File: config.mk
export PLATFORM = sky130hd
export DESIGN_NAME = tnb_queue
export DESIGN_NICKNAME = d
export VERILOG_FILES = /design/src/hw/rtl/assert_macros.svh /design/src/hw/rtl/tnb_pkg.sv /design/src/hw/rtl/tnb_queue.sv
export SDC_FILE = /design/constraint.sdc
export NUM_CORES = 1
export LEC_CHECK = 0
export ABC_AREA = 1
export ABC_CLOCK_PERIOD_IN_PS = 7200
export BUFFER_PORTS_ARGS = -buffer_cell sky130_fd_sc_hd__buf_2
export CORE_MARGIN = 4
export CORE_UTILIZATION = 55
export DETAILED_ROUTE_END_ITERATION = 8
export GPL_TIMING_DRIVEN = 0
export PLACE_DENSITY_LB_ADDON = 0.1
export SLEW_MARGIN = 20
export SYNTH_ARGS = -nofsm -noshare
export SYNTH_HDL_FRONTEND = slang
export SYNTH_SLANG_ARGS = --single-unit
File: constraint.sdc
create_clock -name clk -period 7.2 [get_ports clk]
set_clock_uncertainty 0.1 [all_clocks]
set_input_delay 1.08 -clock clk [delete_from_list [all_inputs] [get_ports clk]]
set_output_delay 1.08 -clock clk [all_outputs]
set_load 0.02 [all_outputs]
File: src/hw/rtl/assert_macros.svh
// Assertion macros used by the RTL.
// Both forms expect signals named clk and rst_n in the scope of use.
`ifndef ASSERT_MACROS_SVH
`define ASSERT_MACROS_SVH
`ifndef SYNTHESIS
// A property that must hold at every clock edge out of reset.
`define TNB_ASSERT(lbl, prop) \
  lbl: assert property (@(posedge clk) disable iff (!rst_n) prop) \
    else $error("property check failed");
// A condition that, once seen, must be followed by another in the next cycle.
`define TNB_ASSERT_NEXT(lbl, ante, cons) \
  lbl: assert property (@(posedge clk) disable iff (!rst_n) (ante) |=> (cons)) \
    else $error("next-cycle check failed");
`else
`define TNB_ASSERT(lbl, prop)
`define TNB_ASSERT_NEXT(lbl, ante, cons)
`endif
`endif

File: src/hw/rtl/tnb_pkg.sv
package tnb_pkg;

  // Field widths.
  localparam int COORD_BITS       = 16;
  localparam int NORMAL_FRAC_BITS = 14;
  localparam int NORMAL_BITS      = NORMAL_FRAC_BITS + 2;

  // Internal widths derived from the field widths.
  localparam int DIFF_BITS  = COORD_BITS + 1;
  localparam int PROD_BITS  = 2 * DIFF_BITS;
  localparam int CROSS_BITS = PROD_BITS + 1;
  localparam int LEN_BITS   = $clog2(CROSS_BITS + 1);
  localparam int MANT_BITS  = 30;
  localparam int SQ_BITS    = 2 * MANT_BITS;
  localparam int SUM_BITS   = SQ_BITS + 2;
  localparam int ROOT_BITS  = SUM_BITS / 2;
  localparam int QUOT_BITS  = NORMAL_FRAC_BITS + 1;
  localparam int DVD_BITS   = MANT_BITS + NORMAL_FRAC_BITS + 1;

  localparam int QUEUE_DEPTH = 4;

  // One in Q1.NORMAL_FRAC_BITS.
  localparam logic signed [NORMAL_BITS-1:0] NORM_ONE =
    NORMAL_BITS'(1) <<< NORMAL_FRAC_BITS;

  typedef logic signed [COORD_BITS-1:0] coord_t;

  typedef struct packed {
    coord_t a_x;
    coord_t a_y;
    coord_t a_z;
    coord_t b_x;
    coord_t b_y;
    coord_t b_z;
    coord_t c_x;
    coord_t c_y;
    coord_t c_z;
  } tri_in_t;

  typedef struct packed {
    logic signed [NORMAL_BITS-1:0] normal_x;
    logic signed [NORMAL_BITS-1:0] normal_y;
    logic signed [NORMAL_BITS-1:0] normal_z;
    coord_t                        box_min_x;
    coord_t                        box_min_y;
    coord_t                        box_min_z;
    coord_t                        box_max_x;
    coord_t                        box_max_y;
    coord_t                        box_max_z;
    logic                          degenerate;
  } tri_out_t;

  // Values that ride along the back pipeline unchanged.
  typedef struct packed {
    logic [2:0]                 neg;
    logic                       degen;
    logic [2:0][COORD_BITS-1:0] box_min;
    logic [2:0][COORD_BITS-1:0] box_max;
  } side_t;

  // One queue entry: cross product magnitudes plus side data.
  typedef struct packed {
    logic [2:0][CROSS_BITS-1:0] mag;
    side_t                      side;
  } qent_t;

  // Queue status seen by both ends.
  typedef struct packed {
    logic full;
    logic empty;
  } q_stat_t;

  // Square root stage contents.
  typedef struct packed {
    logic [ROOT_BITS+1:0]      rem;
    logic [ROOT_BITS-1:0]      root;
    logic [SUM_BITS-1:0]       rad;
    logic [2:0][MANT_BITS-1:0] m;
    side_t                     side;
  } sq_t;

  // Divider stage contents, three lanes sharing one divisor.
  typedef struct packed {
    logic [ROOT_BITS-1:0]      len;
    logic [2:0][ROOT_BITS-1:0] rem;
    logic [2:0][QUOT_BITS-1:0] quo;
    logic [2:0][QUOT_BITS-1:0] low;
    side_t                     side;
  } dv_t;

endpackage

File: src/hw/rtl/tnb_queue.sv
module tnb_queue import tnb_pkg::*; (
  input  logic    clk,
  input  logic    rst_n,
  input  logic    push,
  input  qent_t   push_data,
  input  logic    pop,
  output qent_t   head,
  output q_stat_t q_stat
);

  localparam int PTR_BITS = $clog2(QUEUE_DEPTH);

  qent_t mem [QUEUE_DEPTH];
  logic [PTR_BITS-1:0] wr_ptr_r, rd_ptr_r;
  logic [PTR_BITS:0]   cnt_r;

  assign q_stat.full  = (cnt_r == (PTR_BITS+1)'(QUEUE_DEPTH));
  assign q_stat.empty = (cnt_r == '0);
  assign head         = mem[rd_ptr_r];

  // Entry storage.
  always_ff @(posedge clk) begin
    if (push) mem[wr_ptr_r] <= push_data;
  end

  // Pointers and fill count.
  always_ff @(posedge clk) begin
    if (!rst_n) begin
      wr_ptr_r <= '0;
      rd_ptr_r <= '0;
      cnt_r    <= '0;
    end else begin
      if (push) wr_ptr_r <= wr_ptr_r + 1'b1;
      if (pop)  rd_ptr_r <= rd_ptr_r + 1'b1;
      if (push && !pop)      cnt_r <= cnt_r + 1'b1;
      else if (pop && !push) cnt_r <= cnt_r - 1'b1;
    end
  end

endmodule

Word level (Yosys, flattened, before mapping)
Memories as Yosys holds them, arrays and structs flattened. A register that Yosys moved wholly into a read port is not among the register bits.
Cells that the tools add are included.
- flip-flop bits (word level): 7
- bits in latches: 0
- bits in writable memories: 820
- ROM bits: 0
- bits of input ports: 209
- output and inout port bits: 207
- logic and storage cells: 21
- memories kept: 1
- memories (name ; words ; bits a word ; read ports ; clocked after memory_dff ; write ports ; line ; text):
    mem ; 4 ; 205 ; 1 ; 1 ; 1 ; tnb_queue.sv:13 ; qent_t mem [QUEUE_DEPTH];
- add/sub/neg operators: 4
- multipliers: 0
- div/mod/pow operators: 0
- $lt $le $gt $ge: 0
- eq/ne operators: 1
- shift-type cells: 0
- mux-type cells: 6
- bitwise logic cells: 0
- reductions and logical operators: 6
- operator list (kind ; count):
    $mux 3 ; 2
    $add 2x1->2 const B ; 2
    $mux 2 ; 2
    $add 3x1->3 const B ; 1
    $eq 3x3->1 const B ; 1
    $logic_not 3->1 ; 1
    $sub 3x1->3 const B ; 1
    $logic_and 1x1->1 ; 2
    $logic_not 1->1 ; 2
    $mux 1 ; 2
    $reduce_bool 2->1 ; 1

Logic depth before layout (Yosys ltp)
Gate-level depths: netlist (run 1).
- depth in word-level cells: 4
- depth in mapped cells: 10
- gate-level depth less buffers: 10

Worst setup path after synthesis (run 1)
OpenSTA, ideal clock, no wires.
- kind: input to register
- start point: input port push
- end point: memory mem[2][0] (netlist bit), enable pin
- setup time: 557 ps
- arrival: 5049 ps
- data required time: 6543 ps
- slack: 1495 ps
- stages: 2
- path buffers: 0
- cells stage by stage: nand2_1 inv_1
- cells in the longest elaborated chain, start to end: 2
- ends and longest elaborated chain (what ; line ; text):
    start, declared ; tnb_queue.sv:4 ; input logic push,
    $mux 1 ; tnb_queue.sv:23 ; if (push) mem[wr_ptr_r] <= push_data;
    $mux 1 (implied by the code) ; tnb_queue.sv:23 ;
    end, declared ; tnb_queue.sv:13 ;
Every way passes these cells.

==> results of run 1 <==
## sequential cells by signal (all words and copies together), names as in the netlist, named ones only
| signal | flops |
|---|---|
| cnt_r | 3 |
| mem | 820 |
| rd_ptr_r | 2 |
| wr_ptr_r | 2 |
## stage by stage
step	cell area [sq um]	hold slack, ps	worst slack [ps]
detailed placement	34000	325	4030
global route	36700	391	3240
CTS	36700	342	3370
floorplan	30700	312	1490
global placement	33800	329	-2050
finish	36700	347	3410
## how the worst min path moves through the flow
stage / from / end / slack [ps] / cells after the start
after floorplan: rd_ptr_r[1] / register / 310 / 1
after global placement: rd_ptr_r[1] / rd_ptr_r[1] / 330 / 1
after detailed placement: rd_ptr_r[1] / register / 330 / 1
after CTS: rd_ptr_r[1] / rd_ptr_r[1] / 340 / 1
after global routing: rd_ptr_r[1] / rd_ptr_r[1] / 390 / 1
final: rd_ptr_r[1] / rd_ptr_r[1] / 350 / 1
## logic make-up (layout without fill, tap and decap cells)
group | count (synthesis) | in the layout | synth area share (%)
flip-flops | 829 | 829 | 80.7
AO/OA/AOI/OAI | 625 | 625 | 11.0
AND/OR/NAND/NOR | 428 | 428 | 5.25
buffers and inverters | 152 | 728 | 2.80
adder cells (fa/ha/maj) | 6 | 6 | 0.269
other | 0 | 27 | 0
## final cells by class
cell class	count	share of cell area (%)
antenna	27	0.184
buffer	135	2.16
clock buffer	101	6.10
clock inverter	52	1.12
inverter	17	0.266
multi-input combinational	1059	13.8
sequential	829	67.5
tap	748	2.55
timing repair buffer	423	6.26
## routing by layer
| layer | global-route usage [%] | up-vias |
|---|---|---|
| met1 | 33.7 | 9648 |
| met4 | 9.82 | 24 |
| met2 | 40.3 | 765 |
| li1 | - | 8817 |
| met3 | 6.90 | 163 |
| met5 | 0 | - |
## synthesized netlist by cell type, drive strengths merged
cell / n / area share [%]
dfxtp: 9 / 0.59
nor2: 415 / 5.1
nand3: 1 / 0.016
inv: 16 / 0.20
clkbuf: 56 / 0.72
buf: 79 / 1.9
nand4: 1 / 0.020
o22ai: 205 / 4.2
nand2: 9 / 0.11
nor3: 2 / 0.033
clkinv: 1 / 0.016
o21ai: 416 / 6.8
ha: 5 / 0.20
fa: 1 / 0.065
a21oi: 4 / 0.065
edfxtp: 820 / 80
## power by group through the flow
stage                     clock (mW)  combinational, mW  sequential [mW]
after detailed placement           0               1.18             5.67
after CTS                       4.24               1.19             5.57
after floorplan                    0              0.657             5.69
final                           4.18               1.18             5.57
after global routing            4.46               1.27             5.58
after global placement             0               1.14             5.73
## worst max-delay path, cell delays in order, from the launching register on
cell and delay [ps]:
sky130_fd_sc_hd__dfxtp_1 520, sky130_fd_sc_hd__buf_2 500, sky130_fd_sc_hd__clkbuf_2 320, sky130_fd_sc_hd__o21ai_0 120, sky130_fd_sc_hd__o22ai_1 300, sky130_fd_sc_hd__buf_2 230
==> load_flow_metrics.sql, run 1 <==
INSERT INTO impl_metrics (metric_group, metric, value, unit) VALUES
('power_and_ir_drop', 'p_per_area', '298', 'nW/um^2'),
('setup_path', 'arrival', '2610', 'ps'),
('setup_path', 'r2r_cells', '4', ''),
('global_routing', 'pin_count_of_the_biggest_net_entering_global_routing', '88', ''),
('place', 'gp_routability_congestion', '0.800', ''),
('floorplan', 'design.core.area', '55200', 'sq um'),
('finish', 'final-seq-area', '24800', 'sq um'),
('finish', 'fin_util', '66.5', '%'),
('detailed_routing', 'dr_wl_met3', '7.10', 'mm'),
('timing', 'worst_pin_slew', '659', 'ps'),
('clock_tree', 'post-cts-setup-buffer-count', '0', ''),
('floorplan', 'floorplan.initialDensity', '55.7', '%'),
('setup_path', 'timing.critical_path.to_type', 'output pin', ''),
('detailed_routing', 'routedWlPerCell', '23.0', 'um'),
('clock_tree', 'clk_transition_reported_paths', '60', 'ps'),
('detailed_routing', 'met2_length', '37.8', 'mm'),
('power_and_ir_drop', 'total_switching_power', '2.61', 'mW'),
('global_routing', 'track_usage', '25.3', '%'),
('floorplan', 'std_cell_rows', '86', ''),
('finish', 'combined_area_of_the_multi_input_logic_cells', '5080', 'sq um'),
('place', 'placement.io_buffers', '415', ''),
('power_and_ir_drop', 'seq_power_share', '50.9', '%'),
('logic_synthesis', 'synth_area_per_cell', '15.1', 'sq um'),
('setup_path', 'cp-endpoint', 'head[40]', ''),
('finish', 'fill_cells', '3967', ''),
('run_status', 'outcome', 'completed', ''),
('power_and_ir_drop', 'switching_share', '23.9', '%'),
('floorplan', 'floorplan.io_pins', '416', ''),
('detailed_routing', 'iteration_0_drc_markers', '1371', ''),
('finish', 'post_route_cells_drive_above_1_share', '24.3', '%'),
('timing', 'final_max_slew_viol_count', '0', ''),
('clock_tree', 'cts_repair_resize_count', '0', ''),
('power_and_ir_drop', 'p_clk_share', '38.3', '%'),
('clock_tree', 'cts_buffers', '83', ''),
('global_routing', 'grt_pass1_vias', '19000', ''),
('detailed_routing', 'drt-met1-wl', '30.6', 'mm'),
('worst_hold_path', 'hold_path_class', 'reg2reg', ''),
('logic_synthesis', 'synth_area', '30700', 'sq um'),
('floorplan', 'die_width', '244', 'um'),
('detailed_routing', 'post_detailed_routing_wire_length', '78.0', 'mm'),
('global_routing', 'gr-total-overflow', '0', ''),
('setup_path', 'worst_ep_required_time', '6020', 'ps'),
('power_and_ir_drop', 'leakage', '12.9', 'nW'),
('detailed_routing', 'post-route-drc-count', '0', ''),
('timing', 'maxSlewHeadroom', '56.1', '%'),
('floorplan', 'die_y', '244', 'um'),
('power_and_ir_drop', 'report.power.total', '10.9', 'mW'),
('logic_synthesis', 'yosys_warnings', '0', ''),
('detailed_routing', 'drtPass1Iterations', '5', ''),
('detailed_routing', 'drt-vias-per-instance', '5.73', ''),
('floorplan', 'design.die.area', '59700', 'sq um'),
('job', 'max_cap_violations', '0', ''),
('timing', 'final.min_clock_period', '3790', 'ps'),
('logic_synthesis', 'yosys_register_bits', '829', ''),
('logic_synthesis', 'synth.yosys.seq_area_share', '80.7', '%'),
('timing', 'max_clock_freq', '264', 'MHz'),
('clock_tree', 'tritoncts', 'done', ''),
('setup_path', 'reg2reg_to', 'mem[3][90]', ''),
('global_routing', 'first_pass_grt_wire_length', '115', 'mm'),
('detailed_routing', 'via_count', '19400', ''),
('place', 'place_inst', '3211', ''),
('timing', 'setup-tns-final', '0', 'ps'),
('power_and_ir_drop', 'vdd_ir_drop_max', '0.000282', 'V'),
('finish', 'layout_stage_area_growth_over_the_synthesis_result', '19.5', '%'),
('clock_tree', 'postCtsHoldBufs', '0', ''),
('timing', 'rsz_0062_raised_after_global_routing', 'no', ''),
('power_and_ir_drop', 'p_int', '8.32', 'mW'),
('finish', 'final_nets', '2763', ''),
('finish', 'leading_cell_type_in_the_layout_fill_and_taps_excluded', 'sky130_fd_sc_hd__edfxtp_1', ''),
('setup_path', 'setup.reg_to_reg.worst_slack', '5040', 'ps'),
('setup_path', 'worstSetupStartpointType', 'register', '');
(Power assumes the default switching activity.)
==> inputs of run 2 (changes only) <==
Settings changed: ABC_AREA 1 to 0, ABC_CLOCK_PERIOD_IN_PS 7200 to 3100, CORE_UTILIZATION 55 to 51.
Clock period 7.2 ns to 3.1 ns, I/O delays scaled along.
==> load_flow_metrics.sql, run 2 <==
INSERT INTO impl_metrics (metric_group, metric, value, unit) VALUES
('global_routing', 'track_usage', '20.3', '%'),
('job', 'max_cap_violations', '0', ''),
('floorplan', 'floorplan.initialDensity', '51.8', '%'),
('global_routing', 'first_pass_grt_wire_length', '96.0', 'mm'),
('global_routing', 'gr-total-overflow', '0', ''),
('place', 'pre_cts_slack', '177', 'ps'),
('logic_synthesis', 'yosysMostFrequentCell', 'sky130_fd_sc_hd__edfxtp_1', ''),
('clock_tree', 'clk_transition_reported_paths', '60', 'ps'),
('logic_synthesis', 'netlist-cell-type-count', '22', ''),
('logic_synthesis', 'post_synth_most_frequent_cells', 'sky130_fd_sc_hd__edfxtp_1, sky130_fd_sc_hd__mux4_2, sky130_fd_sc_hd__mux4_1', ''),
('worst_hold_path', 'hold_path_class', 'in2reg', ''),
('timing', 'final_setup_violation_count', '0', ''),
('power_and_ir_drop', 'report.power.total', '25.7', 'mW'),
('logic_synthesis', 'yosys.area.top_type_share', '81.7', '%'),
('setup_path', 'worst_ep_required_time', '2530', 'ps'),
('setup_path', 'crit_fanout', '10', ''),
('finish', 'leading_cell_type_in_the_layout_fill_and_taps_excluded', 'sky130_fd_sc_hd__edfxtp_1', ''),
('timing', 'rsz_0062_raised_after_global_routing', 'no', ''),
('power_and_ir_drop', 'p_per_area', '670', 'nW/um^2'),
('place', 'placement.io_buffers', '415', ''),
('timing', 'finalHoldViolCount', '0', ''),
('timing', 'max_clock_freq', '340', 'MHz'),
('logic_synthesis', 'synth_nets', '1329', ''),
('logic_synthesis', 'synth_ff_type', 'sky130_fd_sc_hd__edfxtp_1', ''),
('logic_synthesis', 'yosys_register_bits', '829', ''),
('timing', 'maxSlewHeadroom', '54.7', '%'),
('clock_tree', 'post-cts-setup-buffer-count', '0', ''),
('clock_tree', 'clock_latency', '600', 'ps'),
('timing', 'worst_hold_slack', '67.2', 'ps'),
('clock_tree', 'clkSinkCount', '829', ''),
('finish', 'final_nets', '2056', ''),
('finish', 'layout_stage_area_growth_over_the_synthesis_result', '27.4', '%'),
('floorplan', 'std_cell_rows', '88', ''),
('logic_synthesis', 'synth_area', '30100', 'sq um'),
('floorplan', 'design.core.area', '58100', 'sq um'),
('floorplan', 'die_width', '251', 'um'),
('setup_path', 'arrival', '2370', 'ps'),
('setup_path', 'timing.critical_path.to_type', 'output pin', ''),
('detailed_routing', 'drt-vias-per-instance', '5.39', ''),
('place', 'gp_routability_congestion', '0.705', ''),
('finish', 'flip_flop_count_of_the_largest_register_after_layout', '820', ''),
('clock_tree', 'cts_htree_levels', '3', ''),
('power_and_ir_drop', 'leakage', '13.2', 'nW'),
('timing', 'final_max_slew_viol_count', '0', ''),
('logic_synthesis', 'yosys_warnings', '0', ''),
('detailed_routing', 'routedWlPerCell', '23.8', 'um'),
('clock_tree', 'cts.root.buffer_cell', 'sky130_fd_sc_hd__clkbuf_16', ''),
('detailed_routing', 'route.antenna.remaining_nets', '0', ''),
('place', 'hpwl', '41.2', 'mm'),
('detailed_routing', 'post_detailed_routing_wire_length', '63.5', 'mm'),
('logic_synthesis', 'synth-async-reset-ratio', '0', '%'),
('logic_synthesis', 'netlist_instances', '1114', ''),
('finish', 'reg.largest.list', 'mem: 820 flops, cnt_r: 3 flops', ''),
('clock_tree', 'cts_buffers', '84', ''),
('floorplan', 'die_y', '251', 'um'),
('floorplan', 'design.die.area', '63000', 'sq um'),
('logic_synthesis', 'yosys.area.top_type', 'sky130_fd_sc_hd__edfxtp_1', ''),
('logic_synthesis', 'synth-edff-count', '820', ''),
('timing', 'final.min_clock_period', '2940', 'ps'),
('setup_path', 'path_class', 'reg2out', ''),
('global_routing', 'number_of_antenna_violations_at_the_first_check_in_global_routing', '7', ''),
('timing', 'worst_pin_slew', '680', 'ps'),
('detailed_routing', 'post-route-drc-count', '0', ''),
('detailed_routing', 'drtPass1Iterations', '5', ''),
('finish', 'most-common-layout-cells', 'sky130_fd_sc_hd__edfxtp_1, sky130_fd_sc_hd__buf_2, sky130_fd_sc_hd__dlygate4sd3_1', ''),
('logic_synthesis', 'synth.yosys.seq_area_share', '82.3', '%'),
('timing', 'final.setup.worst_slack', '161', 'ps'),
('logic_synthesis', 'synth_area_leaders', 'sky130_fd_sc_hd__edfxtp_1, sky130_fd_sc_hd__mux4_2, sky130_fd_sc_hd__mux4_1, sky130_fd_sc_hd__dfxtp_1, sky130_fd_sc_hd__buf_6', ''),
('global_routing', 'pin_count_of_the_biggest_net_entering_global_routing', '45', ''),
('detailed_routing', 'iteration_0_drc_markers', '964', ''),
('clock_tree', 'tritoncts', 'done', ''),
('logic_synthesis', 'synth_area_per_cell', '27.0', 'sq um'),
('global_routing', 'grt_pass1_vias', '15500', ''),
('detailed_routing', 'via_count', '14400', ''),
('finish', 'post_route_cells_drive_above_1_share', '40.6', '%'),
('clock_tree', 'max-clock-path-buffers', '3', ''),
('floorplan', 'floorplan.io_pins', '416', ''),
('finish', 'largest-register', 'mem', ''),
('finish', 'fill_cells', '3838', ''),
('run_status', 'outcome', 'completed', ''),
('power_and_ir_drop', 'vdd_ir_drop_max', '0.000502', 'V'),
('timing', 'post-route-period-util', '94.8', '%'),
('setup_path', 'worstSetupStartpointType', 'register', '');
[run 2: cell types whose count changed in the layout (fill, tap and decap cells not counted), sizes merged, moves of 9 or more]
| cell | before | now |
|---|---|---|
| buf | 502 | 474 |
| nor2 | 415 | 0 |
| diode | 27 | 7 |
| clkinv | 45 | 35 |
| and2 | 0 | 9 |
| clkbuf | 157 | 112 |
| inv | 17 | 4 |
| o21ai | 416 | 1 |
| mux4 | 0 | 205 |
| o22ai | 205 | 0 |
| dlygate4sd3 | 0 | 205 |
[run 2: kinds of logic (layout without fill, tap and decap cells)]
logic type | Yosys count | count (layout) | share of synthesized area [%]
AOI/OAI and AO/OA | 2 | 2 | 0.0415
xor gates and xnor gates | 5 | 5 | 0.145
adders and majority gates | 6 | 6 | 0.274
buffers and inverters | 50 | 837 | 1.19
DFF | 829 | 829 | 82.3
muxes | 207 | 207 | 15.7
other | 0 | 7 | 0
and+or+nand+nor | 15 | 15 | 0.303
[run 2: where the power goes]
part	internal, mW	total (mW)	switching, mW
combinational	1.30	3.05	1.75
sequential	12.9	13.0	0.106
clock	5.77	9.69	3.93
[run 2: stage by stage]
step           cell area (sq um)  util [%]  TNS, ps  cells
3_5_place_dp               33700      57.9        0   2315
5_1_grt                    38400      66.0        0   2668
6_report                   38400      66.0        0   2673
2_1_floorplan              30100         -        0   1114
3_3_place_gp               33200      57.1  -629090   2294
4_1_cts                    38400      66.0        0   2666
[run 2: metal layers]
| layer | vias to the layer above | global-route usage, % | wire [um] |
|---|---|---|---|
| li1 | 6351 | - | - |
| met1 | 7534 | 27.0 | 25200 |
| met2 | 416 | 33.0 | 32100 |
| met3 | 90 | 6.03 | 4750 |
| met4 | 4 | 6.20 | 1460 |
| met5 | - | 0 | 27 |
[run 2: worst max-delay path: stages (launching register included)]
cell	delay [ps]
sky130_fd_sc_hd__dfxtp_1	300
sky130_fd_sc_hd__buf_2	290
sky130_fd_sc_hd__clkbuf_1	570
sky130_fd_sc_hd__mux4_2	430
sky130_fd_sc_hd__buf_2	180
[run 2: path summary, 6_finish.rpt]
kind / cells past startpoint / start / slack (ps) / end
min: 2 / rst_n / 70 / wr_ptr_r[0]
min reg2reg: 2 / cnt_r[2] / 410 / cnt_r[2]
max reg2reg: 6 / wr_ptr_r[0] / 660 / mem[0][65]
max: 4 / register / 160 / head[199]
[run 2: what timing repair did]
action | 4_1_cts | 5_1_grt
cloned | 0 | 0
hold buffers | 205 | 0
endpoints found under the hold margin | 820 | 0
setup endpoints to repair | 101 | 32
gates resized for setup | 5 | 4
[run 2: layout make-up]
| class | count | area, sq um | share of cell area [%] |
|---|---|---|---|
| clock buffer | 104 | 2280 | 5.95 |
| antenna | 7 | 17.5 | 0.0456 |
| inverter | 4 | 15.0 | 0.0391 |
| timing repair buffer | 641 | 4620 | 12.0 |
| tap | 765 | 957 | 2.49 |
| clock inverter | 42 | 360 | 0.939 |
| multi-input combinational | 235 | 4970 | 12.9 |
| sequential | 829 | 24800 | 64.6 |
| buffer | 46 | 362 | 0.942 |
